[config.mk]
export PLATFORM = sky130hd
export DESIGN_NAME = fletcher16_iso_checksum
export DESIGN_NICKNAME = d
export VERILOG_FILES = /design/src/fl16_pkg.sv /design/src/fl16_front.sv /design/src/fl16_queue.sv /design/src/fl16_back.sv /design/src/fletcher16_iso_checksum.sv
export SDC_FILE = /design/constraint.sdc
export NUM_CORES = 1
export LEC_CHECK = 0
export BUFFER_PORTS_ARGS = -buffer_cell sky130_fd_sc_hd__clkbuf_2
export CAP_MARGIN = 30
export CORE_ASPECT_RATIO = 0.7
export CORE_MARGIN = 1.5
export CORE_UTILIZATION = 49
export CTS_BUF_LIST = sky130_fd_sc_hd__clkbuf_4
export CTS_CLUSTER_DIAMETER = 30
export DETAILED_ROUTE_END_ITERATION = 6
export PLACE_DENSITY_LB_ADDON = 0.2
export SYNTH_ARGS = -nofsm -noshare
export SYNTH_HDL_FRONTEND = slang
export SYNTH_SLANG_ARGS = --single-unit
[constraint.sdc]
create_clock -name clk_i -period 16.4 [get_ports clk_i]
set_input_delay 3.28 -clock clk_i [delete_from_list [all_inputs] [get_ports clk_i]]
set_output_delay 3.28 -clock clk_i [all_outputs]
set_load 0.005 [all_outputs]
[src/fl16_pkg.sv]
// fl16_pkg: shared types, constants and mod-255 helpers for the fletcher-16 block
// no dependencies
`timescale 1ns / 1ps
`default_nettype none

package fl16_pkg;

  localparam int unsigned MaxLen   = 65535;
  localparam int unsigned Mod      = 255;
  localparam int unsigned ModBias  = 65535;  // 255*257, keeps length minus offset nonnegative
  localparam int unsigned QDepth   = 2;
  localparam int unsigned QPtrW    = $clog2(QDepth);
  localparam int unsigned QCntW    = $clog2(QDepth + 1);

  typedef struct packed {
    logic [7:0]  data_byte;
    logic        last_byte;
    logic [15:0] check_offset;
  } in_word_t;

  typedef struct packed {
    logic [15:0] checksum;
    logic [7:0]  check_x;
    logic [7:0]  check_y;
    logic        insert_mode;
    logic        too_long;
  } out_word_t;

  // finished sums of one message, handed from front to back
  typedef struct packed {
    logic [7:0]  sum0;
    logic [7:0]  sum1;
    logic [15:0] len;
    logic [15:0] offset;
    logic        overflow;
  } msg_rec_t;

  // (a + b) mod 255 for a in 0..254, b in 0..255
  function automatic logic [7:0] add_mod255(input logic [7:0] a, input logic [7:0] b);
    logic [8:0] s;
    s = {1'b0, a} + {1'b0, b};
    if (s >= 9'(Mod)) s = s - 9'(Mod);
    return s[7:0];
  endfunction

  // v mod 255 for a 17-bit value
  function automatic logic [7:0] mod255_17(input logic [16:0] v);
    logic [9:0] a;
    logic [8:0] b;
    a = {1'b0, v[16:8]} + {2'b00, v[7:0]};
    b = {7'b0, a[9:8]} + {1'b0, a[7:0]};
    if (b >= 9'(Mod)) b = b - 9'(Mod);
    return b[7:0];
  endfunction

endpackage

`default_nettype wire

[src/fl16_front.sv]
// fl16_front: per-byte accumulation of both fletcher sums, count and offset
// depends on fl16_pkg; pushes one msg_rec_t per message into the queue
`timescale 1ns / 1ps
`default_nettype none

module fl16_front import fl16_pkg::*; (
  input  wire logic     clk_i,
  input  wire logic     rst_ni,
  input  wire logic     accept_i,
  input  wire in_word_t word_i,
  output logic          rec_push_o,
  output msg_rec_t      rec_o
);

  logic [7:0]  sum0_q, sum0_d, sum1_q, sum1_d;
  logic [15:0] cnt_q, cnt_d, off_q, off_d;
  logic        ovf_q, ovf_d;

  logic [15:0] off_use, cnt_nx;
  logic        ovf_nx, pos_known, zero_byte;
  logic [7:0]  b, s0_nx, s1_nx;

  always_comb begin
    off_use   = (cnt_q == '0 && !ovf_q) ? word_i.check_offset : off_q;
    pos_known = !ovf_q && (cnt_q < 16'(MaxLen));
    cnt_nx    = pos_known ? cnt_q + 16'd1 : cnt_q;
    ovf_nx    = ovf_q || !pos_known;
    zero_byte = pos_known && (off_use != '0) &&
                ((cnt_q == off_use - 16'd1) || (cnt_q == off_use));
    b         = zero_byte ? 8'd0 : word_i.data_byte;
    s0_nx     = add_mod255(sum0_q, b);
    s1_nx     = add_mod255(sum1_q, s0_nx);
  end

  always_comb begin
    sum0_d = sum0_q;
    sum1_d = sum1_q;
    cnt_d  = cnt_q;
    off_d  = off_q;
    ovf_d  = ovf_q;
    if (accept_i) begin
      if (word_i.last_byte) begin
        sum0_d = '0;
        sum1_d = '0;
        cnt_d  = '0;
        off_d  = '0;
        ovf_d  = 1'b0;
      end else begin
        sum0_d = s0_nx;
        sum1_d = s1_nx;
        cnt_d  = cnt_nx;
        off_d  = off_use;
        ovf_d  = ovf_nx;
      end
    end
  end

  assign rec_push_o    = accept_i && word_i.last_byte;
  assign rec_o.sum0     = s0_nx;
  assign rec_o.sum1     = s1_nx;
  assign rec_o.len      = cnt_nx;
  assign rec_o.offset   = off_use;
  assign rec_o.overflow = ovf_nx;

  always_ff @(posedge clk_i or negedge rst_ni) begin
    if (!rst_ni) begin
      sum0_q <= '0;
      sum1_q <= '0;
      cnt_q  <= '0;
      off_q  <= '0;
      ovf_q  <= 1'b0;
    end else begin
      sum0_q <= sum0_d;
      sum1_q <= sum1_d;
      cnt_q  <= cnt_d;
      off_q  <= off_d;
      ovf_q  <= ovf_d;
    end
  end

  // message end clears the running state
  assert property (@(posedge clk_i) disable iff (!rst_ni)
    rec_push_o |=> (cnt_q == '0 && !ovf_q && sum0_q == '0 && sum1_q == '0))
    else $error("front state not cleared after last word");

endmodule

`default_nettype wire

[src/fl16_queue.sv]
// fl16_queue: short register queue of message records between front and back
// depends on fl16_pkg
`timescale 1ns / 1ps
`default_nettype none

module fl16_queue import fl16_pkg::*; (
  input  wire logic     clk_i,
  input  wire logic     rst_ni,
  input  wire logic     push_i,
  input  wire msg_rec_t rec_i,
  output logic          full_o,
  input  wire logic     pop_i,
  output logic          valid_o,
  output msg_rec_t      rec_o
);

  msg_rec_t           mem_q [QDepth];
  logic [QPtrW-1:0]   wr_q, wr_d, rd_q, rd_d;
  logic [QCntW-1:0]   cnt_q, cnt_d;
  logic               do_push, do_pop;

  assign full_o  = (cnt_q == QCntW'(QDepth));
  assign valid_o = (cnt_q != '0);
  assign rec_o   = mem_q[rd_q];
  assign do_push = push_i && !full_o;
  assign do_pop  = pop_i && valid_o;

  function automatic logic [QPtrW-1:0] ptr_inc(input logic [QPtrW-1:0] p);
    return (p == QPtrW'(QDepth - 1)) ? '0 : p + QPtrW'(1);
  endfunction

  always_comb begin
    wr_d  = do_push ? ptr_inc(wr_q) : wr_q;
    rd_d  = do_pop ? ptr_inc(rd_q) : rd_q;
    cnt_d = cnt_q + QCntW'(do_push) - QCntW'(do_pop);
  end

  always_ff @(posedge clk_i) begin
    if (do_push) mem_q[wr_q] <= rec_i;
  end

  always_ff @(posedge clk_i or negedge rst_ni) begin
    if (!rst_ni) begin
      wr_q  <= '0;
      rd_q  <= '0;
      cnt_q <= '0;
    end else begin
      wr_q  <= wr_d;
      rd_q  <= rd_d;
      cnt_q <= cnt_d;
    end
  end

  assert property (@(posedge clk_i) disable iff (!rst_ni) cnt_q <= QCntW'(QDepth))
    else $error("queue count beyond depth");

  assert property (@(posedge clk_i) disable iff (!rst_ni) !(push_i && full_o))
    else $error("record pushed into full queue");

endmodule

`default_nettype wire

[src/fl16_back.sv]
// fl16_back: three-stage finisher, computes check bytes and holds the result word
// depends on fl16_pkg; stage 1 length mod 255, stage 2 multiply, stage 3 x and y
`timescale 1ns / 1ps
`default_nettype none

module fl16_back import fl16_pkg::*; (
  input  wire logic     clk_i,
  input  wire logic     rst_ni,
  input  wire logic     rec_valid_i,
  input  wire msg_rec_t rec_i,
  output logic          rec_pop_o,
  output logic          out_valid_o,
  output out_word_t     out_word_o,
  input  wire logic     pop_i
);

  logic      s1_v_q, s2_v_q, o_v_q;
  msg_rec_t  s1_rec_q, s2_rec_q;
  logic [7:0]  s1_d_q, s1_d_d;
  logic [15:0] s2_p_q, s2_p_d;
  out_word_t o_word_q, o_word_d;
  logic      s1_adv, s2_adv, o_adv;

  logic [16:0] diff, tsum;
  logic [7:0]  t, x;
  logic [8:0]  y;
  logic        ins;

  assign o_adv     = !o_v_q || pop_i;
  assign s2_adv    = !s2_v_q || o_adv;
  assign s1_adv    = !s1_v_q || s2_adv;
  assign rec_pop_o = rec_valid_i && s1_adv;

  always_comb begin
    diff   = 17'(rec_i.len) + 17'(ModBias) - 17'(rec_i.offset);
    s1_d_d = mod255_17(diff);
    s2_p_d = 16'(s1_d_q) * 16'(s1_rec_q.sum0);
  end

  always_comb begin
    ins  = (s2_rec_q.offset != '0);
    tsum = 17'(s2_p_q) + 17'(Mod) - 17'(s2_rec_q.sum1);
    t    = mod255_17(tsum);
    x    = (t == '0) ? 8'(Mod) : t;
    y    = 9'(2 * Mod) - 9'(s2_rec_q.sum0) - 9'(x);
    if (y > 9'(Mod)) y = y - 9'(Mod);
    o_word_d.checksum    = {s2_rec_q.sum1, s2_rec_q.sum0};
    o_word_d.check_x     = ins ? x : 8'd0;
    o_word_d.check_y     = ins ? y[7:0] : 8'd0;
    o_word_d.insert_mode = ins;
    o_word_d.too_long    = s2_rec_q.overflow;
  end

  always_ff @(posedge clk_i) begin
    if (s1_adv) begin
      s1_rec_q <= rec_i;
      s1_d_q   <= s1_d_d;
    end
    if (s2_adv) begin
      s2_rec_q <= s1_rec_q;
      s2_p_q   <= s2_p_d;
    end
    if (o_adv) o_word_q <= o_word_d;
  end

  always_ff @(posedge clk_i or negedge rst_ni) begin
    if (!rst_ni) begin
      s1_v_q <= 1'b0;
      s2_v_q <= 1'b0;
      o_v_q  <= 1'b0;
    end else begin
      if (s1_adv) s1_v_q <= rec_valid_i;
      if (s2_adv) s2_v_q <= s1_v_q;
      if (o_adv)  o_v_q  <= s2_v_q;
    end
  end

  assign out_valid_o = o_v_q;
  assign out_word_o  = o_word_q;

  assert property (@(posedge clk_i) disable iff (!rst_ni)
    (o_v_q && !o_word_q.insert_mode) |-> (o_word_q.check_x == '0 && o_word_q.check_y == '0))
    else $error("check bytes nonzero outside insert mode");

  assert property (@(posedge clk_i) disable iff (!rst_ni)
    (o_v_q && o_word_q.insert_mode) |-> (o_word_q.check_x != '0 && o_word_q.check_y != '0))
    else $error("check byte zero in insert mode");

endmodule

`default_nettype wire

[src/fletcher16_iso_checksum.sv]
// fletcher16_iso_checksum: top level, front accumulator, record queue, back finisher
// depends on fl16_pkg, fl16_front, fl16_queue, fl16_back
//
//   channel  | handshake                 | word
//   ---------+---------------------------+------------------------------------
//   input    | push_i / full             | in_word_i  (data, last, offset)
//   result   | empty / pop_i             | out_word_o (checksum, x, y, flags)
//
// one input word per cycle while full is low; the front updates both sums in the cycle a word is taken
// a result passes from the record queue through the finisher stages to out_word_o, one per cycle at most
// full rises only when the two-entry record queue and the finisher stages are all held
// by a stalled pop_i; reset clears sums, count, queue and pipeline valids at once
`timescale 1ns / 1ps
`default_nettype none

module fletcher16_iso_checksum import fl16_pkg::*; (
  input  wire logic     clk_i,
  input  wire logic     rst_ni,
  input  wire logic     push_i,
  output logic          full,
  input  wire in_word_t in_word_i,
  output logic          empty,
  input  wire logic     pop_i,
  output out_word_t     out_word_o
);

  logic     accept, rec_push, q_full, q_valid, q_pop, out_valid;
  msg_rec_t rec_in, rec_out;

  assign full   = q_full;
  assign accept = push_i && !q_full;
  assign empty  = !out_valid;

  fl16_front u_front (
    .clk_i      (clk_i),
    .rst_ni     (rst_ni),
    .accept_i   (accept),
    .word_i     (in_word_i),
    .rec_push_o (rec_push),
    .rec_o      (rec_in)
  );

  fl16_queue u_queue (
    .clk_i   (clk_i),
    .rst_ni  (rst_ni),
    .push_i  (rec_push),
    .rec_i   (rec_in),
    .full_o  (q_full),
    .pop_i   (q_pop),
    .valid_o (q_valid),
    .rec_o   (rec_out)
  );

  fl16_back u_back (
    .clk_i       (clk_i),
    .rst_ni      (rst_ni),
    .rec_valid_i (q_valid),
    .rec_i       (rec_out),
    .rec_pop_o   (q_pop),
    .out_valid_o (out_valid),
    .out_word_o  (out_word_o),
    .pop_i       (pop_i)
  );

endmodule

`default_nettype wire

==> results by group <==
Global route
  – Global-route wire length before repair: 61.2 mm
  – Antenna violations before repair: 1
  – Largest net degree at the start of global routing: 57
  – Number of global-route vias before repair: roughly 11000
  – GR Overflow Total: 0
  – Tot GR Track Use: a little over a fifth

Timing
  – Final Max Slew Viols: 0
  – Tightest Pin Transition: a little over 900 ps
  – Fmax achieved: roughly 89 MHz
  – Final TNS setup: 0 ps
  – Final Hold Fails: 0
  – Setup violators final: 0
  – Tcrit/Tclk final: roughly 68%
  – Minimum clock period: approximately 11000 ps
  – Relative slew slack: between 30% and 40%
  – RSZ-0062 raised after global routing: false
  – Clk_skew: 61.4 ps

Clock network
  – Reg clk slew, reported paths: 70 ps
  – Cts hold-fix bufs: 0
  – Total CTS buffers: 76
  – Clk Latency, worst-skew pair: approximately 760 ps
  – CTS resizes: 0
  – Setup Buffers After CTS: 0
  – Clk root buf: clkbuf_4
  – TritonCTS clock tree: built
  – Clock sink count: about 280
  – Clock H-tree levels: 3
  – Clk buf depth: 3

Placement
  – DP Wirelength: between 20 and 30 mm
  – Routability congestion estimate: roughly 0.89
  – Port Buffer Count: 64

Setup path
  – Reg2reg start: u_back.o_word_d[27]
  – CP endpoint: u_queue.mem_q[1][34]
  – Buffers & Inverters on Critical Path: 3
  – R2R depth: 42
  – Largest stage delay, worst path: around 660 ps
  – Critical Path Source Type: input pin
  – Crit path max fanout: 9
  – Worst path depth: 31
  – Most used cell, CP: mux2i_1
  – Critical Setup Path Class: in2reg
  – CP arrival: around 12000 ps
  – Beginning of the critical path: in_word_i[1]
  – Critical path's slowest cell: a41oi_1
  – Worst setup EP type: flip-flop
  – CP delay by family, top: compound AO/OA/AOI/OAI gates
  – FF-to-FF End: u_back.out_word_o[3]
  – CP required: 16890 ps
  – R2R setup slack: approximately 5600 ps

Logic synthesis
  – Leading area contributor after synthesis: edfxtp_1
  – #FFs+latches synth: between 200 and 300
  – Async SR Flop Fraction: about a fifth
  – Post-synth EDFFs: between 200 and 250
  – YS warnings: 0
  – Post-Synthesis Mean Instance Area: 11.2 sq um
  – Mapped Nets: roughly 1700
  – Post-Syn Area: between 15000 and 20000 sq um
  – Top cell type's share of synthesized area: between 30% and 40%
  – Syn Inst Count: about 1500
  – Seq/Total Area, Yosys: about 47%
  – Synth cell count leaders: edfxtp_1, inv_1, ha_1
  – Synth cell types: approximately 70
  – Top-count cell post-synth: edfxtp_1
  – Top FF cell, synth: edfxtp_1
  – Synth top area cells: edfxtp_1, ha_1, dfrtp_1

Final layout
  – Layout area overhead: 11.6%
  – Fin nets: between 1500 and 2000
  – Share of layout cells above drive strength 1: approximately 15%
  – # fillers: around 3100

Die
  – Die area: 36300 sq um
  – DIE HEIGHT: about 160 um
  – Core Area: about 35000 sq um
  – Number of top-level pins: 65
  – Row cnt: between 50 and 60
  – Die W: between 200 and 250 um
  – Starting Density: 49.7%

Route
  – Post-Route WL: around 38 mm
  – Starting DRT DRC Count: roughly 720
  – Vias: approximately 12000
  – Routed vias/inst: approximately 5.4
  – Remaining routing DRC violations: 0
  – DR pass1 iterations: 5
  – DR WL/cell: ~17 um
  – Antenna Nets Post-Route: 0

Min path
  – HP Class: reg2reg

Flow run
  – Max-cap violations: 0

Run status
  – Status: complete, no violations
## state kept, by name, indices dropped and copies added, names as in the netlist, 16 cells and up
signal / count
u_front.cnt_q: 16
u_back.o_word_d: 17
u_back.s2_p_q: 16
u_queue.mem_q: 98
u_back.s1_rec_q: 33
u_back.s2_rec_q: 16
u_back.out_word_o: 34
u_front.off_q: 16
## stage by stage
step	std cells	worst slack, ps	util, %	hold WS, ps	instance area, sq um
4_1_cts	2182	5340	55.4	422	19200
3_3_place_gp	2044	4740	52.2	402	18100
6_report	2183	5190	55.4	418	19200
2_1_floorplan	1531	6030	-	400	17200
5_1_grt	2183	4460	55.4	426	19200
3_5_place_dp	2044	4530	52.2	405	18100
## metal layers
layer / global-route usage, % / vias to the layer above / part of all wire [%]
met4: 5.99 / 0 / 1.6
met1: 34.2 / 5677 / 52
li1: - / 5758 / -
met2: 29.8 / 288 / 41
met3: 4.64 / 57 / 5.3
met5: 0 / - / 0
## worst min path at each step
stage,to,cells after the start,from,slack (ps)
floorplan,u_back.o_word_d[0],0,u_back.s1_rec_q[0],400
global placement,u_back.o_word_d[27],0,u_back.s1_rec_q[34],400
detailed placement,u_back.s2_rec_q[15],0,u_back.s1_rec_q[15],400
CTS,u_back.s2_rec_q[10],0,u_back.s1_rec_q[10],420
global route,u_back.s2_rec_q[10],0,u_back.s1_rec_q[10],430
finish,u_back.out_word_o[0],0,u_back.o_word_d[0],420
## worst register-to-register path: cells and delay by family, from the launching register on
family	cells	cell delay, ps
AOI/OAI and AO/OA	18	5190
adders and majority gates	7	2110
and+or+nand+nor	12	2070
DFF	1	440
xor gates and xnor gates	2	370
muxes	1	230
buffers and inverters	2	160
## cell usage in the layout, fill, tap and decap left out, drive strengths merged, types with 9 or more instances in the layout
cell and n:
a21o 23, a21oi 52, a22o 18, a31oi 12, and2 58, and3 14
buf 12, clkbuf 171, clkinv 22, dfrtp 56, edfxtp 222, fa 45
ha 131, inv 157, mux2 37, mux2i 43, nand2 118, nand3 37
nand4 9, nor2 66, nor2b 16, nor3 33, nor4 19, o21a 14
o21ai 70, xnor2 89, xor2 42
## cell families after synthesis
family / count (synthesis) / synth area share (%)
compound gates: 259 / 10.1
xor+xnor: 132 / 6.80
fa+ha+maj: 176 / 14.8
buf+inv: 191 / 4.19
flops: 278 / 46.9
mux: 80 / 4.92
simple gates: 415 / 12.3
## layout make-up
class	count	area (sq um)	area share, %
Antenna cell	1	2.50	0.0130
Clock buffer	107	803	4.18
Clock inverter	31	315	1.64
Inverter	156	586	3.05
Multi-Input combinational cell	1062	8440	43.9
Sequential cell	278	8070	42.0
Tap cell	472	591	3.07
Timing Repair Buffer	76	410	2.14
Power is left out: the tool's default activity adds up to more than one toggle a clock period on the data nets, which glitch-free logic cannot reach.
